File: src/hdl/aisa_pkg.sv
package aisa_pkg;

    localparam int ADC_BITS = 12;
    localparam int OUT_RES = 1024;
    localparam int RES_W = 10;
    localparam int CAL_W = 16;
    localparam int OFS_W = 10;
    localparam int CFG_W = 16;
    localparam int CFG_IDX_W = 1;

    localparam int AVG_SAMPLES_DEF = 8;
    localparam int NUM_CHANNELS_DEF = 2;

    localparam int PROD_W = $clog2(((2 ** ADC_BITS) - 1) * OUT_RES + 1);

    localparam logic [CFG_IDX_W-1:0] REG_CAL = 1'b0;
    localparam logic [CFG_IDX_W-1:0] REG_OFFSET = 1'b1;

    localparam logic [CAL_W-1:0] CAL_RESET = CAL_W'(4095);
    localparam logic [RES_W-1:0] SAT_VALUE = RES_W'(OUT_RES - 1);

    typedef struct packed {
        logic clear;
        logic accept;
        logic commit;
        logic load_out;
    } aisa_cmd_t;

    typedef struct packed {
        logic clear_last;
        logic div_done;
        logic out_free;
    } aisa_stat_t;

endpackage

File: src/hdl/analog_input_scale_average_top.sv
// Scales raw converter samples of up to NUM_CHANNELS inputs and smooths each
// channel with a moving average over AVG_SAMPLES stored values.
// Input channel: s_valid/s_ready carry one item (s_channel, s_raw_sample).
// Result channel: m_valid/m_ready carry one item per input item
// (m_result_channel, m_filtered_value, m_saturated).
// Configuration: cfg_we writes cfg_data into register cfg_index
// (0 calibration divisor, 1 zero offset); write only while the block is idle.
// A restoring divider, one quotient bit per cycle over D = 22 bits
// (raw * resolution width), sets the rate; the average is a constant
// reciprocal multiply. An accepted item is scaled by the divider, stored in
// its channel's ring unless saturated, and then loaded into the output
// register, saturated or not; the next item is accepted only after that load.
// After reset the block clears all 2 ** (ch bits + pointer bits) entries of
// the sample rings (16 by default), one entry per cycle, before s_ready rises.
// A stalled receiver holds the result in the output register; the next item
// is still accepted and processed, and waits only to be loaded.
module analog_input_scale_average_top #(
    parameter int AVG_SAMPLES = aisa_pkg::AVG_SAMPLES_DEF,
    parameter int NUM_CHANNELS = aisa_pkg::NUM_CHANNELS_DEF
) (
    input  logic                           aclk,
    input  logic                           aresetn,
    input  logic                           cfg_we,
    input  logic [aisa_pkg::CFG_IDX_W-1:0] cfg_index,
    input  logic [aisa_pkg::CFG_W-1:0]     cfg_data,
    input  logic                           s_valid,
    output logic                           s_ready,
    input  logic                           s_channel,
    input  logic [aisa_pkg::ADC_BITS-1:0]  s_raw_sample,
    output logic                           m_valid,
    input  logic                           m_ready,
    output logic                           m_result_channel,
    output logic [aisa_pkg::RES_W-1:0]     m_filtered_value,
    output logic                           m_saturated
);

    import aisa_pkg::*;

    aisa_cmd_t  cmd;
    aisa_stat_t stat;

    aisa_ctrl u_ctrl (
        .aclk   (aclk),
        .aresetn(aresetn),
        .s_valid(s_valid),
        .s_ready(s_ready),
        .stat   (stat),
        .cmd    (cmd)
    );

    aisa_datapath #(
        .AVG_SAMPLES (AVG_SAMPLES),
        .NUM_CHANNELS(NUM_CHANNELS)
    ) u_datapath (
        .aclk            (aclk),
        .aresetn         (aresetn),
        .cfg_we          (cfg_we),
        .cfg_index       (cfg_index),
        .cfg_data        (cfg_data),
        .s_channel       (s_channel),
        .s_raw_sample    (s_raw_sample),
        .m_ready         (m_ready),
        .cmd             (cmd),
        .stat            (stat),
        .m_valid         (m_valid),
        .m_result_channel(m_result_channel),
        .m_filtered_value(m_filtered_value),
        .m_saturated     (m_saturated)
    );

endmodule

File: src/hdl/aisa_ram.sv
module aisa_ram #(
    parameter int WIDTH = 10,
    parameter int DEPTH = 16
) (
    input  logic                     aclk,
    input  logic                     we,
    input  logic [$clog2(DEPTH)-1:0] waddr,
    input  logic [WIDTH-1:0]         wdata,
    input  logic [$clog2(DEPTH)-1:0] raddr,
    output logic [WIDTH-1:0]         rdata
);

    logic [WIDTH-1:0] mem [DEPTH];
    logic [WIDTH-1:0] rdata_reg;

    always_ff @(posedge aclk) begin
        if (we) begin
            mem[waddr] <= wdata;
        end
        rdata_reg <= mem[raddr];
    end

    assign rdata = rdata_reg;

endmodule

File: src/hdl/aisa_div.sv
module aisa_div #(
    parameter int N_W = 22,
    parameter int D_W = 16
) (
    input  logic           aclk,
    input  logic           aresetn,
    input  logic           start,
    input  logic [N_W-1:0] dividend,
    input  logic [D_W-1:0] divisor,
    output logic           done,
    output logic [N_W-1:0] quotient
);

    localparam int CNT_W = $clog2(N_W + 1);

    logic             busy_reg;
    logic             done_reg;
    logic [CNT_W-1:0] cnt_reg;
    logic [D_W-1:0]   rem_reg;
    logic [N_W-1:0]   quo_reg;
    logic [D_W-1:0]   div_reg;

    logic [D_W:0] trial;
    logic [D_W:0] diff;
    logic         ge;

    assign trial = {rem_reg, quo_reg[N_W-1]};
    assign diff  = trial - {1'b0, div_reg};
    assign ge    = trial >= {1'b0, div_reg};

    always_ff @(posedge aclk) begin
        if (!aresetn) begin
            busy_reg <= 1'b0;
            done_reg <= 1'b0;
            cnt_reg  <= '0;
        end else begin
            done_reg <= 1'b0;
            if (start) begin
                busy_reg <= 1'b1;
                cnt_reg  <= CNT_W'(N_W);
                rem_reg  <= '0;
                quo_reg  <= dividend;
                div_reg  <= divisor;
            end else if (busy_reg) begin
                rem_reg <= ge ? diff[D_W-1:0] : trial[D_W-1:0];
                quo_reg <= {quo_reg[N_W-2:0], ge};
                cnt_reg <= cnt_reg - CNT_W'(1);
                if (cnt_reg == CNT_W'(1)) begin
                    busy_reg <= 1'b0;
                    done_reg <= 1'b1;
                end
            end
        end
    end

    assign done     = done_reg;
    assign quotient = quo_reg;

endmodule

File: src/hdl/aisa_datapath.sv
module aisa_datapath #(
    parameter int AVG_SAMPLES = aisa_pkg::AVG_SAMPLES_DEF,
    parameter int NUM_CHANNELS = aisa_pkg::NUM_CHANNELS_DEF
) (
    input  logic                           aclk,
    input  logic                           aresetn,
    input  logic                           cfg_we,
    input  logic [aisa_pkg::CFG_IDX_W-1:0] cfg_index,
    input  logic [aisa_pkg::CFG_W-1:0]     cfg_data,
    input  logic                           s_channel,
    input  logic [aisa_pkg::ADC_BITS-1:0]  s_raw_sample,
    input  logic                           m_ready,
    input  aisa_pkg::aisa_cmd_t            cmd,
    output aisa_pkg::aisa_stat_t           stat,
    output logic                           m_valid,
    output logic                           m_result_channel,
    output logic [aisa_pkg::RES_W-1:0]     m_filtered_value,
    output logic                           m_saturated
);

    import aisa_pkg::*;

    localparam int PTR_W = (AVG_SAMPLES > 1) ? $clog2(AVG_SAMPLES) : 1;
    localparam int CH_W = (NUM_CHANNELS > 1) ? $clog2(NUM_CHANNELS) : 1;
    localparam int RAM_AW = CH_W + PTR_W;
    localparam int RAM_DEPTH = 2 ** RAM_AW;
    localparam int SUM_W = $clog2(AVG_SAMPLES * (OUT_RES - 1) + 1);
    localparam int DIV_W = (PROD_W > SUM_W) ? PROD_W : SUM_W;
    localparam logic [PTR_W-1:0] PTR_LAST = PTR_W'(AVG_SAMPLES - 1);
    localparam int AVG_SH = SUM_W + PTR_W;
    localparam int AVG_MUL = (2 ** AVG_SH + AVG_SAMPLES - 1) / AVG_SAMPLES;
    localparam int MUL_W = $clog2(AVG_MUL + 1);
    localparam int AVG_PW = SUM_W + MUL_W;

    logic [CAL_W-1:0]  cal_reg;
    logic [OFS_W-1:0]  ofs_reg;
    logic              chan_reg;
    logic [CH_W-1:0]   ch_reg;
    logic [PTR_W-1:0]  ptr_reg [NUM_CHANNELS];
    logic [SUM_W-1:0]  sum_reg [NUM_CHANNELS];
    logic              sat_reg;
    logic [RAM_AW-1:0] clr_cnt_reg;
    logic              m_valid_reg;
    logic              m_chan_reg;
    logic [RES_W-1:0]  m_val_reg;
    logic              m_sat_reg;

    logic [CH_W-1:0]   ch_idx;
    logic [PTR_W-1:0]  cur_ptr;
    logic [RAM_AW-1:0] rd_addr;
    logic [RES_W-1:0]  old_sample;
    logic [DIV_W-1:0]  quo;
    logic [DIV_W:0]    scaled_ext;
    logic              sat;
    logic [RES_W-1:0]  scaled;
    logic              commit_ok;
    logic [SUM_W-1:0]  sum_new;
    logic [AVG_PW-1:0] avg_prod;
    logic [RES_W-1:0]  avg;
    logic [PROD_W-1:0] prod;
    logic              div_start;
    logic [DIV_W-1:0]  div_dividend;
    logic [CAL_W-1:0]  div_divisor;
    logic              div_done;
    logic              ram_we;
    logic [RAM_AW-1:0] ram_waddr;
    logic [RES_W-1:0]  ram_wdata;

    assign ch_idx  = (NUM_CHANNELS > 1) ? CH_W'(s_channel) : '0;
    assign cur_ptr = ptr_reg[ch_reg];
    assign rd_addr = {ch_reg, cur_ptr};

    assign scaled_ext = (quo != '0) ? ({1'b0, quo} + (DIV_W + 1)'(ofs_reg)) : {1'b0, quo};
    assign sat        = scaled_ext >= (DIV_W + 1)'(OUT_RES);
    assign scaled     = scaled_ext[RES_W-1:0];
    assign commit_ok  = cmd.commit & ~sat;
    assign sum_new    = sum_reg[ch_reg] - SUM_W'(old_sample) + SUM_W'(scaled);

    // floor(sum / AVG_SAMPLES) by reciprocal multiply, exact over the sum range
    assign avg_prod = AVG_PW'(sum_reg[ch_reg]) * AVG_PW'(AVG_MUL);
    assign avg      = avg_prod[AVG_SH +: RES_W];

    assign prod         = PROD_W'(s_raw_sample * OUT_RES);
    assign div_start    = cmd.accept;
    assign div_dividend = DIV_W'(prod);
    assign div_divisor  = cal_reg;

    assign ram_we    = cmd.clear | commit_ok;
    assign ram_waddr = cmd.clear ? clr_cnt_reg : rd_addr;
    assign ram_wdata = cmd.clear ? '0 : scaled;

    aisa_div #(
        .N_W(DIV_W),
        .D_W(CAL_W)
    ) u_div (
        .aclk    (aclk),
        .aresetn (aresetn),
        .start   (div_start),
        .dividend(div_dividend),
        .divisor (div_divisor),
        .done    (div_done),
        .quotient(quo)
    );

    aisa_ram #(
        .WIDTH(RES_W),
        .DEPTH(RAM_DEPTH)
    ) u_ring (
        .aclk (aclk),
        .we   (ram_we),
        .waddr(ram_waddr),
        .wdata(ram_wdata),
        .raddr(rd_addr),
        .rdata(old_sample)
    );

    always_ff @(posedge aclk) begin
        if (!aresetn) begin
            cal_reg     <= CAL_RESET;
            ofs_reg     <= '0;
            clr_cnt_reg <= '0;
            m_valid_reg <= 1'b0;
            for (int i = 0; i < NUM_CHANNELS; i++) begin
                ptr_reg[i] <= '0;
                sum_reg[i] <= '0;
            end
        end else begin
            if (cfg_we) begin
                case (cfg_index)
                    REG_CAL: begin
                        cal_reg <= cfg_data[CAL_W-1:0];
                    end
                    REG_OFFSET: begin
                        ofs_reg <= cfg_data[OFS_W-1:0];
                    end
                    default: begin
                    end
                endcase
            end
            if (cmd.clear) begin
                clr_cnt_reg <= clr_cnt_reg + RAM_AW'(1);
            end
            if (cmd.accept) begin
                chan_reg <= s_channel;
                ch_reg   <= ch_idx;
            end
            if (cmd.commit) begin
                sat_reg <= sat;
            end
            if (commit_ok) begin
                ptr_reg[ch_reg] <= (cur_ptr == PTR_LAST) ? '0 : cur_ptr + PTR_W'(1);
                sum_reg[ch_reg] <= sum_new;
            end
            if (cmd.load_out) begin
                m_valid_reg <= 1'b1;
                m_chan_reg  <= chan_reg;
                m_val_reg   <= sat_reg ? SAT_VALUE : avg;
                m_sat_reg   <= sat_reg;
            end else if (m_ready) begin
                m_valid_reg <= 1'b0;
            end
        end
    end

    assign stat.clear_last = clr_cnt_reg == '1;
    assign stat.div_done   = div_done;
    assign stat.out_free   = ~m_valid_reg | m_ready;

    assign m_valid          = m_valid_reg;
    assign m_result_channel = m_chan_reg;
    assign m_filtered_value = m_val_reg;
    assign m_saturated      = m_sat_reg;

endmodule

File: src/hdl/aisa_ctrl.sv
module aisa_ctrl (
    input  logic                 aclk,
    input  logic                 aresetn,
    input  logic                 s_valid,
    output logic                 s_ready,
    input  aisa_pkg::aisa_stat_t stat,
    output aisa_pkg::aisa_cmd_t  cmd
);

    import aisa_pkg::*;

    typedef enum logic [2:0] {
        ST_CLEAR,
        ST_IDLE,
        ST_SCALE,
        ST_EMIT
    } state_t;

    state_t state_reg;

    assign s_ready      = state_reg == ST_IDLE;
    assign cmd.clear    = state_reg == ST_CLEAR;
    assign cmd.accept   = (state_reg == ST_IDLE) & s_valid;
    assign cmd.commit   = (state_reg == ST_SCALE) & stat.div_done;
    assign cmd.load_out = (state_reg == ST_EMIT) & stat.out_free;

    always_ff @(posedge aclk) begin
        if (!aresetn) begin
            state_reg <= ST_CLEAR;
        end else begin
            case (state_reg)
                ST_CLEAR: begin
                    if (stat.clear_last) begin
                        state_reg <= ST_IDLE;
                    end
                end
                ST_IDLE: begin
                    if (s_valid) begin
                        state_reg <= ST_SCALE;
                    end
                end
                ST_SCALE: begin
                    if (stat.div_done) begin
                        state_reg <= ST_EMIT;
                    end
                end
                ST_EMIT: begin
                    if (stat.out_free) begin
                        state_reg <= ST_IDLE;
                    end
                end
                default: begin
                    state_reg <= ST_IDLE;
                end
            endcase
        end
    end

endmodule
File: config.mk
export PLATFORM = sky130hd
export DESIGN_NAME = analog_input_scale_average_top
export DESIGN_NICKNAME = d
export VERILOG_FILES = /design/src/hdl/aisa_pkg.sv /design/src/hdl/analog_input_scale_average_top.sv /design/src/hdl/aisa_ram.sv /design/src/hdl/aisa_div.sv /design/src/hdl/aisa_datapath.sv /design/src/hdl/aisa_ctrl.sv
export SDC_FILE = /design/constraint.sdc
export NUM_CORES = 1
export LEC_CHECK = 0
export BUFFER_PORTS_ARGS = -buffer_cell sky130_fd_sc_hd__buf_4
export CORE_MARGIN = 4
export CORE_UTILIZATION = 57
export CTS_CLUSTER_DIAMETER = 200
export DETAILED_ROUTE_END_ITERATION = 7
export HOLD_SLACK_MARGIN = 0.12
export MAX_ROUTING_LAYER = met4
export PLACE_DENSITY_LB_ADDON = 0.08
export SLEW_MARGIN = 20
export SYNTH_ARGS = -nofsm -noshare
export SYNTH_HDL_FRONTEND = slang
export SYNTH_SLANG_ARGS = --single-unit
File: constraint.sdc
create_clock -name aclk -period 4.6 [get_ports aclk]
set_input_delay 0.23 -clock aclk [delete_from_list [all_inputs] [get_ports aclk]]
set_output_delay 0.23 -clock aclk [all_outputs]
set_load 0.02 [all_outputs]
* Word-level counts from Yosys, hierarchy flattened
Memory sizes are Yosys's and may differ from the RTL's. A register that Yosys moved wholly into a read port is not among the register bits. Cells that the tools add are included. Widths: inputs -> output; s select.
Operators by class: add/subtract/negate cells 7, order comparisons 2, multiplexer cells 35, reduce and logical (&&, ||, !) cells 15, eq/ne operators 10, bitwise logic cells 11
Operators by type and width (number):
- $mux 22 | 2
- $mux 16 | 2
- $add 22x10->23 | 1
- $ge 23x11->1 const B | 1
- $mux 23 | 1
- $reduce_bool 22->1 | 1
- $mux 1 | 18
- $mux 3 | 6
- $ge 17x16->1 | 1
- $sub 16x16->16 | 1
- $add 13x10->13 | 1
- $mux 13 | 1
- $reduce_or 13->1 | 1
- $sub 13x10->13 | 1
- $pmux 3 s4 | 1
- $reduce_and 2->1 | 6
- $mux 10 | 1
- $mux 5 | 2
- $eq 3x2->1 const B | 2
- $reduce_or 3->1 | 2
- $eq 5x1->1 const B | 1
- $not 1->1 | 5
- $sub 5x1->5 const B | 1
- $add 4x1->4 const B | 1
- 13 further kinds | 20
Storage, ports and cells: memories 3, bits of input ports 35, output and inout bits 14, RAM bits 192, bits in registers 109, word-level logic and storage cells 101
Memories:
- u_datapath.u_ring.mem | depth 16, bits a word 10, rd ports 1, clocked after memory_dff 1, write ports 1, RTL line aisa_ram.sv:13 | logic [WIDTH-1:0] mem [DEPTH];
- u_datapath.sum_reg | depth 2, bits a word 13, rd ports 1, clocked after memory_dff 1, write ports 2, RTL line aisa_datapath.sv:40 | logic [SUM_W-1:0] sum_reg [NUM_CHANNELS];
- u_datapath.ptr_reg | depth 2, bits a word 3, rd ports 1, clocked after memory_dff 1, write ports 2, RTL line aisa_datapath.sv:39 | logic [PTR_W-1:0] ptr_reg [NUM_CHANNELS];

* Depth between registers and ports, before layout
word-level depth 10, mapped depth 18

* Hierarchy
A second synthesis with hierarchy kept.
Second synthesis, totals: cells, all modules 1089, area, all modules 15044.4 µm²
Modules (own cells, without submodules):
- aisa_ram | seq. area each 5004.8 µm², cells each 279, instances 1, area each 6353.6 µm²
- aisa_datapath | seq. area each 2021.9 µm², cells each 509, instances 1, area each 5083.6 µm²
- aisa_div | seq. area each 1761.7 µm², cells each 278, instances 1, area each 3382.0 µm²
- aisa_ctrl | seq. area each 40.0 µm², cells each 23, instances 1, area each 225.2 µm²

* Worst setup path before layout
OpenSTA, ideal clock, no wires.
path type reg2reg, start reg u_datapath.u_div.quo_reg[19] (netlist: u_datapath.u_div.quotient[19]), end mem u_datapath.sum_reg[0][10] (netlist name) (data pin), required time 4.343 ns, stages on the path, launching flop included 16, path buffers 1, clock period less this slack 3.984 ns, arrival 3.727 ns, library setup time 0.257 ns, path slack 0.616 ns, cells stage by stage edfxtp_1 buf_6 nor4_2 nand4_1 nor4_1 nor2_1 fa_1 ha_1 nor2b_1 o31a_1 o211ai_1 nand2_1 a41oi_1 or2b_1 xnor2_1 nor2_1
RTL lines:
- from (decl) | RTL line aisa_div.sv:20 | logic [N_W-1:0] quo_reg;
- from (signal assigned) | RTL line aisa_div.sv:42 | quo_reg <= dividend;
- from (signal assigned) | RTL line aisa_div.sv:46 | quo_reg <= {quo_reg[N_W-2:0], ge};
- to (decl) | RTL line aisa_datapath.sv:40

==> out/qor.txt <==
final core utilization - 67.21%
vias in the first global route - 9361
final setup TNS - 0 ns
ys async rst share - 0%
initial antenna violation count - 0
Buffers & Inverters on Critical Path - 1
CP peak stage delay - 0.55 ns
Final Cycle Share - 91.85%
row count - 58
# DRC - 0
Syn-to-layout area delta - 15.15%
Max Root-Sink Buffers - 3
Die ar. - 28570 um2
Period minus WS final - 4.225 ns
dpl hpwl - 21000 um
I/O pins - 49
Post-synth EDFFs - 260
XOR/XNOR Fraction of Synth Area - 2.370%
register area share after synthesis - 59.73%
Port Buffers - 48
Post-Route WL - 32180 um
Power Dens Cells - 354.2 nW/um2
required time of the worst setup path - 4.93 ns
largest family of logic cells by synthesized area - simple AND/OR/NAND/NOR gates
clock share of power - 40.3%
Max Fanout on Critical Path - 6
placer congestion estimate - 0.8906
mux cell area share after synthesis - 3.233%
dpl cells - 1650
Initial DRC Count - 768
switching pwr - 1.343 mW
total gr overflow - 0
CTS tree - done
DR pass1 iterations - 5
most frequent cells in the layout - nand2_1 (297), edfxtp_1 (260), buf_4 (80)
WS Path Type - reg2reg
post-CTS setup buffer count - 0
Post-DRT Antenna Nets - 0
Critical Path AT - 4.55 ns
Seq pwr share - 51.5%
Leakage - 6.609 nW
Fin. Hold Viols - 0
area of the core - 25330 um2
Comb pwr share - 8.1%
Ys Warns - 0
first-pass GRT wire length - 51080 um
Die X-Extent - 169.0 um
Worst slew margin - 26.55%
syn_area_per_cell - 11.38 um2
Nets - 1492
Seq. cell area - 8828 um2
Die Span Y - 169.0 um
clk_skew - 0.01588 ns
worst skew pair latency - 0.58 ns
Peak VDD IR - 0.3121 mV
flops & latches, synth - 311
prevailing post-synth register cell - edfxtp_1
crit path launch type - register
CP cell instances - nor4_2, nand4_1, or4_4, and2_2, fa_1, inv_1, fa_1, nor2b_1, o31a_1, o211ai_1, nand2_1, a41oi_1, a21oi_1, xnor2_1, nor2_1
Top Family by Delay on Critical Path - simple AND/OR/NAND/NOR gates
Final Max Tran Viols - 0
RSZ-0062 raised after global routing - false
Post-Layout Cell Count - 1752
Synth Area in Compound Gates - 8.947%
Num Clock Sinks - 311
HP Class - in2reg
area of the mapped netlist - 14780 um2
routed via count - 9879
Root Driver - clkbuf_16
Net Sw Frac - 22.28%
area of the multi-input gates - 5547 um2
R2R setup slack - 0.37 ns
drt wl/cell - 18.37 um
most common cell after layout, fill and taps aside - nand2_1
internal cell power - 4.686 mW
Final Total Pwr - 6.029 mW
share of cells above drive strength 1 - 13.22%
Starting Density - 58.36%
Slowest cell on crit path - or4_4
clock slew at reported path FFs - 0.06 ns
ant diodes - 0
Gate Count Post-Synth - 1299
Largest register FFs - 160
CTS Buf Count - 31
largest net degree at the start of global routing - 88
GRT Total Usage - 23.04%
# H-tree levels - 1
most frequent CP cell - fa_1
status - complete, no violations
final setup fails - 0
vias per cell - 5.639
Post-Synth Adder-Cell Area - 5.688%
Fillers - 1879
Post-Synth Simple-Gate Area - 16.88%
placed cell areas - 15560 um2
Max-Cap Viols - 0
cell area after layout - 17020 um2
Syn Nets - 1394
crit end category - register
FMAX - 236.7 MHz
Slew @ Worst Pin - 1.102 ns
Synth cell types - 74
==> metrics by stage <==
stage               hold WS (ns)  setup WS [ns]
finish                    0.1948         0.3747
global route              0.2248        0.01918
CTS                       0.1709         0.2509
detailed placement        0.4156         0.2640
global placement          0.4132         0.2997
floorplan                 0.3289         0.6157
==> worst reg2reg max path, cell delays in order, from the launching register on <==
cell,delay [ns]
edfxtp_1,0.50
nor4_2,0.34
nand4_1,0.16
or4_4,0.55
and2_2,0.23
fa_1,0.51
inv_1,0.07
fa_1,0.47
nor2b_1,0.19
o31a_1,0.19
o211ai_1,0.09
nand2_1,0.10
a41oi_1,0.15
a21oi_1,0.18
xnor2_1,0.16
nor2_1,0.07
==> logic make-up after synthesis <==
logic type                 Yosys count
and+or+nand+nor                    540
DFF                                311
AOI/OAI and AO/OA                  199
buffers and inverters              115
adders and majority gates           60
xor gates and xnor gates            40
muxes                               34
==> layer usage <==
metal	GRT usage, %	vias to the layer above	share of wire, %
li1	-	4839	-
met1	33.53	4749	47
met2	35.69	243	46
met3	2.686	48	5.1
met4	4.830	0	2.1
met5	-	-	0
==> layout make-up <==
cell class | count | area share (%)
Sequential cell | 311 | 51.87
Clock buffer | 46 | 5.190
Timing Repair Buffer | 124 | 6.116
Inverter | 56 | 1.242
Clock inverter | 12 | 0.5734
Multi-Input combinational cell | 873 | 32.59
Tap cell | 330 | 2.426
==> power groups by stage <==
| stage | Combinational [mW] | Sequential, mW | Clock (mW) |
|---|---|---|---|
| after detailed placement | 0.452 | 3.17 | 0 |
| after global routing | 0.547 | 3.11 | 2.60 |
| after floorplan | 0.330 | 3.16 | 0 |
| after CTS | 0.485 | 3.11 | 2.47 |
| final | 0.491 | 3.11 | 2.43 |
| after global placement | 0.441 | 3.16 | 0 |
==> synth_stat cells (12+ instances only) <==
cell,instances,area share [%]
a21boi_0,18,0.91
o22ai_1,17,0.72
clkbuf_1,43,1.1
a21o_1,12,0.61
nand2_1,297,7.5
or2_2,12,0.51
o21ai_0,31,1.0
nor2_1,67,1.7
nand3_1,32,1.1
a31oi_1,41,1.7
fa_1,12,1.6
ha_1,48,4.1
xnor2_1,30,1.8
edfxtp_1,260,53
and2_1,18,0.76
and3_1,41,1.7
o21a_1,12,0.61
inv_1,56,1.4
a21oi_1,28,0.95
mux2i_1,14,0.95
dfxtp_1,51,6.9
nor2b_1,15,0.63
==> path summary, 6_finish.rpt <==
| path | end | start | cells after the start |
|---|---|---|---|
| max | u_datapath.sum_reg[0][12] | u_datapath.u_div.quotient[12] | 15 |
| min | u_datapath.ofs_reg[7] | cfg_we | 4 |
| max reg2reg | u_datapath.sum_reg[0][12] | u_datapath.u_div.quotient[12] | 15 |
| min reg2reg | u_datapath.u_div.div_reg[12] | u_datapath.cal_reg[12] | 0 |
==> what timing repair did <==
item,in CTS,in global routing
hold buffers,43,1
setup endpoints to repair,0,2
resized for setup,0,3
hold endpoints to repair,46,2
No activity file was read; power rests on OpenSTA's default activity.
